## src/design/spq_pkg.sv

```systemverilog
// ----------------------------------------------------------------------------
// spq_pkg
// Shared types and constants for the stable priority queue: entry layout,
// request kinds and result status codes.
// ----------------------------------------------------------------------------
package spq_pkg;

    // Default number of cells in the queue
    localparam int CAPACITY_DEF = 16;

    // Field widths of a request and a result
    localparam int PRI_W = 8;
    localparam int AGE_W = 7;
    localparam int SEX_W = 8;
    localparam int TAG_W = 16;
    localparam int OCC_W = 5;

    // Request kinds
    localparam logic KIND_PUSH = 1'b0;
    localparam logic KIND_POP  = 1'b1;

    // Result status codes
    typedef enum logic [1:0] {
        ST_PUSHED = 2'd0,
        ST_POPPED = 2'd1,
        ST_EMPTY  = 2'd2,
        ST_FULL   = 2'd3
    } t_status;

    // One stored entry
    typedef struct packed {
        logic [PRI_W-1:0] pri;
        logic [AGE_W-1:0] age;
        logic [SEX_W-1:0] sex;
        logic [TAG_W-1:0] tag;
    } t_entry;

    // Per-cycle command broadcast to every cell
    typedef struct packed {
        logic push;
        logic pop;
    } t_cell_ctl;

endpackage

```

## src/design/spq_ifs.sv

```systemverilog
// ----------------------------------------------------------------------------
// spq_ifs
// Valid/ready channels of the stable priority queue: request and result.
// ----------------------------------------------------------------------------

// Request channel: push or pop
interface spq_req_if;
    logic                          valid;
    logic                          ready;
    logic                          kind;
    logic [spq_pkg::PRI_W-1:0]     priority_req;
    logic [spq_pkg::AGE_W-1:0]     age;
    logic [spq_pkg::SEX_W-1:0]     sex;
    logic [spq_pkg::TAG_W-1:0]     tag;

    modport source (output valid, kind, priority_req, age, sex, tag, input ready);
    modport sink   (input valid, kind, priority_req, age, sex, tag, output ready);
endinterface

// Result channel: one result per request
interface spq_rsp_if;
    logic                          valid;
    logic                          ready;
    logic [1:0]                    status;
    logic [spq_pkg::PRI_W-1:0]     out_priority;
    logic [spq_pkg::AGE_W-1:0]     out_age;
    logic [spq_pkg::SEX_W-1:0]     out_sex;
    logic [spq_pkg::TAG_W-1:0]     out_tag;
    logic [spq_pkg::OCC_W-1:0]     occupancy;

    modport source (output valid, status, out_priority, out_age, out_sex, out_tag,
                    occupancy, input ready);
    modport sink   (input valid, status, out_priority, out_age, out_sex, out_tag,
                    occupancy, output ready);
endinterface

```

## src/design/spq_cell.sv

```systemverilog
// ----------------------------------------------------------------------------
// spq_cell
// One slot of the sorted chain. It compares the pushed priority with its own
// entry, and on each command takes the new entry, its left neighbor's entry
// (shift up on push) or its right neighbor's entry (shift down on pop).
// ----------------------------------------------------------------------------
module spq_cell (
    input  logic               i_clk,
    input  spq_pkg::t_cell_ctl i_ctl,
    input  spq_pkg::t_entry    i_new,
    input  logic               i_occ,
    input  spq_pkg::t_entry    i_left,
    input  logic               i_left_ins,
    input  spq_pkg::t_entry    i_right,
    output spq_pkg::t_entry    o_entry,
    output logic               o_ins
);

    spq_pkg::t_entry r_entry;
    spq_pkg::t_entry n_entry;

    // Flag cells that the new entry goes at or before: empty, or strictly greater
    assign o_ins = !i_occ || (i_new.pri < r_entry.pri);

    // Pick the next entry: new, shifted up from the left, or shifted down
    always_comb begin
        n_entry = r_entry;
        if (i_ctl.push && o_ins) begin
            n_entry = i_left_ins ? i_left : i_new;
        end else if (i_ctl.pop) begin
            n_entry = i_right;
        end
    end

    always_ff @(posedge i_clk) begin
        r_entry <= n_entry;
    end

    assign o_entry = r_entry;

endmodule

```

## src/design/stable_priority_queue_top.sv

```systemverilog
// ----------------------------------------------------------------------------
// stable_priority_queue_top
// Bounded priority queue kept sorted by ascending priority in a chain of
// cells; equal priorities leave first in, first out.
// ----------------------------------------------------------------------------
//  channel   dir   handshake       payload
//  i_req     in    valid/ready     kind, priority_req, age, sex, tag
//  o_rsp     out   valid/ready     status, out_priority, out_age, out_sex,
//                                  out_tag, occupancy
//
//  One request is taken per cycle when no result stalls; all cells compare
//  and shift in that cycle. Its result appears on o_rsp, from a register,
//  in the cycle after acceptance. A stalled result holds i_req.ready low
//  until taken; no other stall source. Reset clears the entry count and the
//  result valid flag and holds i_req.ready low; cells need no clear.
// ----------------------------------------------------------------------------
module stable_priority_queue_top #(
    parameter int CAPACITY = spq_pkg::CAPACITY_DEF
) (
    input  logic      i_clk,
    input  logic      i_rst_n,
    spq_req_if.sink   i_req,
    spq_rsp_if.source o_rsp
);

    localparam int CW = $clog2(CAPACITY + 1);

    spq_pkg::t_cell_ctl w_ctl;
    spq_pkg::t_entry    w_new;
    spq_pkg::t_entry    w_entry [CAPACITY];
    logic [CAPACITY-1:0] w_ins;
    logic                w_accept;
    logic                w_full;
    logic                w_empty;

    logic [CW-1:0]       r_count;
    logic [CW-1:0]       n_count;

    logic                r_out_valid;
    spq_pkg::t_status    r_status;
    spq_pkg::t_status    n_status;
    spq_pkg::t_entry     r_out_entry;
    spq_pkg::t_entry     n_out_entry;
    logic [spq_pkg::OCC_W-1:0] r_occ;

    // Accept out of reset while the result register is free or being drained
    assign i_req.ready = i_rst_n && (!r_out_valid || o_rsp.ready);
    assign w_accept    = i_req.valid && i_req.ready;
    assign w_full      = (r_count == CW'(CAPACITY));
    assign w_empty     = (r_count == '0);

    assign w_new.pri = i_req.priority_req;
    assign w_new.age = i_req.age;
    assign w_new.sex = i_req.sex;
    assign w_new.tag = i_req.tag;

    // Decode the request into a push or pop command
    always_comb begin
        w_ctl.push  = 1'b0;
        w_ctl.pop   = 1'b0;
        n_count     = r_count;
        n_status    = spq_pkg::ST_PUSHED;
        n_out_entry = '0;
        if (i_req.kind == spq_pkg::KIND_PUSH) begin
            if (w_full) begin
                n_status = spq_pkg::ST_FULL;
            end else begin
                w_ctl.push = w_accept;
                n_count    = r_count + CW'(1);
            end
        end else begin
            if (w_empty) begin
                n_status = spq_pkg::ST_EMPTY;
            end else begin
                w_ctl.pop   = w_accept;
                n_status    = spq_pkg::ST_POPPED;
                n_out_entry = w_entry[0];
                n_count     = r_count - CW'(1);
            end
        end
    end

    // Build the chain of cells, head at index zero
    for (genvar g = 0; g < CAPACITY; g++) begin : g_cell
        spq_pkg::t_entry w_left;
        spq_pkg::t_entry w_right;
        logic            w_left_ins;

        if (g == 0) begin : g_head
            assign w_left     = w_new;
            assign w_left_ins = 1'b0;
        end else begin : g_body
            assign w_left     = w_entry[g-1];
            assign w_left_ins = w_ins[g-1];
        end

        if (g == CAPACITY - 1) begin : g_tail
            assign w_right = w_entry[g];
        end else begin : g_inner
            assign w_right = w_entry[g+1];
        end

        spq_cell u_cell (
            .i_clk      (i_clk),
            .i_ctl      (w_ctl),
            .i_new      (w_new),
            .i_occ      (r_count > CW'(g)),
            .i_left     (w_left),
            .i_left_ins (w_left_ins),
            .i_right    (w_right),
            .o_entry    (w_entry[g]),
            .o_ins      (w_ins[g])
        );
    end

    // Track the number of held entries
    always_ff @(posedge i_clk) begin
        if (!i_rst_n) begin
            r_count <= '0;
        end else if (w_accept) begin
            r_count <= n_count;
        end
    end

    // Hold the result until the sink takes it
    always_ff @(posedge i_clk) begin
        if (!i_rst_n) begin
            r_out_valid <= 1'b0;
        end else if (w_accept) begin
            r_out_valid <= 1'b1;
        end else if (o_rsp.ready) begin
            r_out_valid <= 1'b0;
        end
    end

    always_ff @(posedge i_clk) begin
        if (w_accept) begin
            r_status    <= n_status;
            r_out_entry <= n_out_entry;
            r_occ       <= spq_pkg::OCC_W'(n_count);
        end
    end

    assign o_rsp.valid        = r_out_valid;
    assign o_rsp.status       = r_status;
    assign o_rsp.out_priority = r_out_entry.pri;
    assign o_rsp.out_age      = r_out_entry.age;
    assign o_rsp.out_sex      = r_out_entry.sex;
    assign o_rsp.out_tag      = r_out_entry.tag;
    assign o_rsp.occupancy    = r_occ;

endmodule

```

## src/flat_wrapper.sv

```systemverilog
// flat-port wrapper written by rule: the top's interface ports become plain ports
module stable_priority_queue_top_flat 
#(
    parameter int CAPACITY = spq_pkg::CAPACITY_DEF
)
  (i_clk, i_rst_n, i_req_valid, i_req_kind, i_req_priority_req, i_req_age, i_req_sex, i_req_tag, i_req_ready, o_rsp_valid, o_rsp_status, o_rsp_out_priority, o_rsp_out_age, o_rsp_out_sex, o_rsp_out_tag, o_rsp_occupancy, o_rsp_ready);
  spq_req_if i_req_i ();
  spq_rsp_if o_rsp_i ();
  input  logic i_clk;
  input  logic i_rst_n;
  input wire logic [$bits(i_req_i.valid)-1:0] i_req_valid;
  input wire logic [$bits(i_req_i.kind)-1:0] i_req_kind;
  input wire logic [$bits(i_req_i.priority_req)-1:0] i_req_priority_req;
  input wire logic [$bits(i_req_i.age)-1:0] i_req_age;
  input wire logic [$bits(i_req_i.sex)-1:0] i_req_sex;
  input wire logic [$bits(i_req_i.tag)-1:0] i_req_tag;
  output wire logic [$bits(i_req_i.ready)-1:0] i_req_ready;
  output wire logic [$bits(o_rsp_i.valid)-1:0] o_rsp_valid;
  output wire logic [$bits(o_rsp_i.status)-1:0] o_rsp_status;
  output wire logic [$bits(o_rsp_i.out_priority)-1:0] o_rsp_out_priority;
  output wire logic [$bits(o_rsp_i.out_age)-1:0] o_rsp_out_age;
  output wire logic [$bits(o_rsp_i.out_sex)-1:0] o_rsp_out_sex;
  output wire logic [$bits(o_rsp_i.out_tag)-1:0] o_rsp_out_tag;
  output wire logic [$bits(o_rsp_i.occupancy)-1:0] o_rsp_occupancy;
  input wire logic [$bits(o_rsp_i.ready)-1:0] o_rsp_ready;
  assign i_req_i.valid = i_req_valid;
  assign i_req_i.kind = i_req_kind;
  assign i_req_i.priority_req = i_req_priority_req;
  assign i_req_i.age = i_req_age;
  assign i_req_i.sex = i_req_sex;
  assign i_req_i.tag = i_req_tag;
  assign i_req_ready = i_req_i.ready;
  assign o_rsp_valid = o_rsp_i.valid;
  assign o_rsp_status = o_rsp_i.status;
  assign o_rsp_out_priority = o_rsp_i.out_priority;
  assign o_rsp_out_age = o_rsp_i.out_age;
  assign o_rsp_out_sex = o_rsp_i.out_sex;
  assign o_rsp_out_tag = o_rsp_i.out_tag;
  assign o_rsp_occupancy = o_rsp_i.occupancy;
  assign o_rsp_i.ready = o_rsp_ready;
  stable_priority_queue_top #(.CAPACITY(CAPACITY)) u_core (.i_clk(i_clk), .i_rst_n(i_rst_n), .i_req(i_req_i), .o_rsp(o_rsp_i));
endmodule
```

## config.mk

```make
export PLATFORM = sky130hd
export DESIGN_NAME = stable_priority_queue_top_flat
export DESIGN_NICKNAME = d
export VERILOG_FILES = /design/src/design/spq_pkg.sv /design/src/design/spq_ifs.sv /design/src/design/spq_cell.sv /design/src/design/stable_priority_queue_top.sv /design/src/flat_wrapper.sv
export SDC_FILE = /design/constraint.sdc
export NUM_CORES = 2
export LEC_CHECK = 0
export ABC_CLOCK_PERIOD_IN_PS = 5000
export BUFFER_PORTS_ARGS = -buffer_cell sky130_fd_sc_hd__clkbuf_2
export CORE_ASPECT_RATIO = 1.75
export CORE_MARGIN = 3
export CORE_UTILIZATION = 30
export CTS_BUF_LIST = sky130_fd_sc_hd__clkbuf_4 sky130_fd_sc_hd__clkbuf_8
export CTS_CLUSTER_DIAMETER = 50
export DETAILED_ROUTE_END_ITERATION = 12
export PLACE_DENSITY_LB_ADDON = 0.15
export SLEW_MARGIN = 20
export SYNTH_ARGS = -nofsm -noshare
export SYNTH_HDL_FRONTEND = slang
export SYNTH_SLANG_ARGS = --single-unit
```

## constraint.sdc

```tcl
create_clock -name i_clk -period 5 [get_ports i_clk]
set_clock_uncertainty 0.1 [all_clocks]
set_input_delay 0.25 -clock i_clk [delete_from_list [all_inputs] [get_ports i_clk]]
set_output_delay 0.25 -clock i_clk [all_outputs]
set_load 0.1 [all_outputs]
```

==> flow_metrics.tcl <==
set metrics [dict create \
    outcome "complete, no violations" \
    first_iter_violations 1243 \
    cp_top_family "simple AND/OR/NAND/NOR gates" \
    place_congestion 0.755 \
    crit_buf_inv 2 \
    setup_tns_ns 0 \
    drt_wl_total_um 112000 \
    grt_max_degree 80 \
    vias 25000 \
    end_kind "flip-flop" \
    fin_crit_ns 3.67 \
    critPathSlowestCell "a21oi_4" \
    dieArea_um2 126000 \
    gr-usage-all-layers 0.174 \
    relSlewSlack 0.329 \
    place_inst 4790 \
    holdPathEnd "u_core.g_cell[1].u_cell.o_entry[35]" \
    async_flop_share 0 \
    final_common_cell "edfxtp_1" \
    rrSetupSlack_ns 1.33 \
    clock_latency_ns 0.81 \
    crit_required_ns 5.37 \
    final_cell_count_no_fill 5018 \
    path_clk_slew_ns 0.07 \
    io_pins 92 \
    path_cells "inv_1 -> ha_1 -> nor4bb_2 -> nor2_1 -> nand2_1 -> a21oi_4 -> buf_4" \
    crit_type "flip-flop to flip-flop" \
    combPwrFrac 0.213 \
    fp.coreArea_um2 120000 \
    ctsHtreeMaxLevel 3 \
    firstDrtPassIters 5 \
    swShare 0.321 \
    critPathMaxStageDelay_ns 0.79 \
    grt_pass1_vias 27100 \
    numCtsBuffers 112 \
    cts-resized-gates 0 \
    worstPathArrival_ns 4.03 \
    synth_top_flop_cell "edfxtp_1" \
    drc 0 \
    syn-mean-instance-area_um2 11.2 \
    post_cts_buffers 0 \
    rr_endpoint "u_core.g_cell[15].u_cell.o_entry[9]" \
    hold_path.class "primary input to flip-flop" \
    viasPerCell 4.98 \
    root_buffer "clkbuf_8" \
    yosysSeqAreaShare 0.556 \
    grt_pass1_wl_um 169000 \
    critPathMaxFanout 19 \
    grt.overflow.total 0 \
    p_int_mw 10.8 \
    clock_sinks 676 \
    ys_seq_elements 676 \
    synth_edf_count 670 \
    whs_ns 0.0769 \
    postLayoutCellArea_um2 41100 \
    r2r_cells 7 \
    netlist_instances 3246 \
    setup_viol 0 \
    cellPowerDensity_nw_per_um2 389 \
    wl_per_cell_um 22.3 \
    synth_fp_nets 3407 \
    rsz0062_at_grt "no" \
    worstHoldPathCells 3 \
    cts_buffer_depth 3 \
    fin_nets 3472 \
    max_clock_freq_mhz 273 \
    tightest_slew_ns 1.00 \
    syn_to_final_growth_pct 12.9 \
    leakage_nw 14.8 \
    synthDistinctLibCells 57 \
    hold_start "i_req_priority_req[4]" \
    start_util 0.303 \
    ys_warn_count 0 \
    drv_cap 0 \
    p_seq_frac 0.467 \
    dp_hpwl_um 79100 \
    layout_common_cells "edfxtp_1, nand2_1, mux2i_1" \
    hold_viol 0 \
    period_share 0.733 \
    fillCellCount 12200 \
    rows 168 \
    antenna_found_initial 7 \
    post_route_cells_drive_above_1_share 0.127 \
    syn-cell-area_um2 36400 \
    chipHeight_um 467 \
    place_area_um2 38600 \
    cts_tree "yes" \
    drv_slew 0 \
    r2r_start "u_core.r_count[0]" \
    port_buffers 91 \
    die_w_um 269 \
    switchingPower_mw 5.13 \
    startpoint_type "flip-flop" \
    final_antenna_net_count 0 \
    p_clk_frac 0.320 \
    total_power_mw 16.0 \
    ir_drop_v 0.000196 \
]
-- cells in the mapped netlist, drive strengths merged, types with 6 or more instances --
cell type | number | area share
nor2b | 13 | 0.0022
edfxtp | 670 | 0.55
nand2b | 9 | 0.0018
a21o | 8 | 0.0017
mux2i | 507 | 0.14
mux2 | 78 | 0.025
ha | 117 | 0.040
inv | 118 | 0.012
nor2 | 131 | 0.014
nor3 | 7 | 0.00096
a31oi | 42 | 0.0072
clkbuf | 122 | 0.013
o21ai | 512 | 0.071
nand4 | 10 | 0.0017
a211oi | 29 | 0.0061
nand2 | 609 | 0.063
dfxtp | 6 | 0.0033
a21oi | 65 | 0.0091
buf | 119 | 0.020
and3 | 35 | 0.0060
-- cell families (layout without fill, tap and decap cells) --
kind of cell | after synthesis | count (layout) | synth area share
multiplexers | 585 | 585 | 0.164
AO/OA/AOI/OAI | 676 | 676 | 0.101
XOR/XNOR | 3 | 3 | 0.000722
flip-flops | 676 | 676 | 0.556
AND/OR/NAND/NOR | 830 | 830 | 0.0924
buffers and inverters | 359 | 514 | 0.0451
adder cells (fa/ha/maj) | 117 | 117 | 0.0402
other | 0 | 2 | 0
-- power by group through the flow --
| stage | logic [mW] | clock network [mW] | registers (mW) |
|---|---|---|---|
| floorplan | 2.28 | 0 | 7.58 |
| global placement | 3.42 | 0 | 7.60 |
| detailed placement | 3.46 | 0 | 7.59 |
| CTS | 3.48 | 5.31 | 7.47 |
| global route | 3.79 | 5.52 | 7.50 |
| finish | 3.40 | 5.11 | 7.46 |
-- worst max path at each step --
| stage | slack, ns | startpoint | depth (start not counted) | to |
|---|---|---|---|---|
| 4_1_cts | 1.27 | u_core.r_count[0] | 7 | u_core.g_cell[15].u_cell.o_entry[9] |
| 3_5_place_dp | 1.33 | u_core.r_count[0] | 7 | u_core.g_cell[15].u_cell.o_entry[9] |
| 3_3_place_gp | 1.36 | i_req_priority_req[1] | 10 | u_core.g_cell[10].u_cell.o_entry[38] |
| 2_1_floorplan | 0.07 | u_core.o_rsp.valid | 5 | u_core.g_cell[15].u_cell.o_entry[0] |
| 6_report | 1.33 | u_core.r_count[0] | 7 | u_core.g_cell[15].u_cell.o_entry[9] |
| 5_1_grt | 1.06 | u_core.r_count[0] | 7 | u_core.g_cell[15].u_cell.o_entry[9] |
-- state kept, by name (all words and copies together), names as in the netlist --
name,cells
u_core.g_cell.u_cell.o_entry,624
u_core.o_rsp.out_tag,16
u_core.o_rsp.out_priority,8
u_core.o_rsp.out_sex,8
u_core.o_rsp.out_age,7
u_core.o_rsp.occupancy,5
u_core.r_count,5
u_core.o_rsp.status,2
u_core.o_rsp.valid,1
-- cell type report --
cell class	instances	area, um^2	area share
diodes	2	5.00	0.000122
clock buffers	148	1820	0.0444
clock inverters	56	398	0.00968
inverters	118	443	0.0108
multi-input cells	2211	14800	0.359
flip-flops and latches	676	20200	0.493
well taps	1615	2020	0.0492
repair buffers	192	1390	0.0339
-- metal layers --
layer / share of wire / track usage
met1: 0.36 / 0.173
met2: 0.59 / 0.365
met3: 0.027 / 0.0248
met4: 0.025 / 0.0549
met5: 0.00068 / 0
-- per-stage QoR --
step	setup WS, ns	util
6_report	1.33	0.342
5_1_grt	1.06	0.342
4_1_cts	1.27	0.342
3_5_place_dp	1.33	0.322
3_3_place_gp	1.36	0.322
2_1_floorplan	0.0711	-
-- tightest hold or removal path: cells and delay by family --
| kind | cells | cell delay, ns |
|---|---|---|
| buf+inv | 1 | 0.30 |
| simple gates | 1 | 0.14 |
| compound gates | 1 | 0.09 |
-- timing repair --
action	in CTS	in global routing
endpoints found under the setup margin	0	0
endpoints found under the hold margin	38	0
hold buffers	22	0
(Power assumes the default switching activity.)
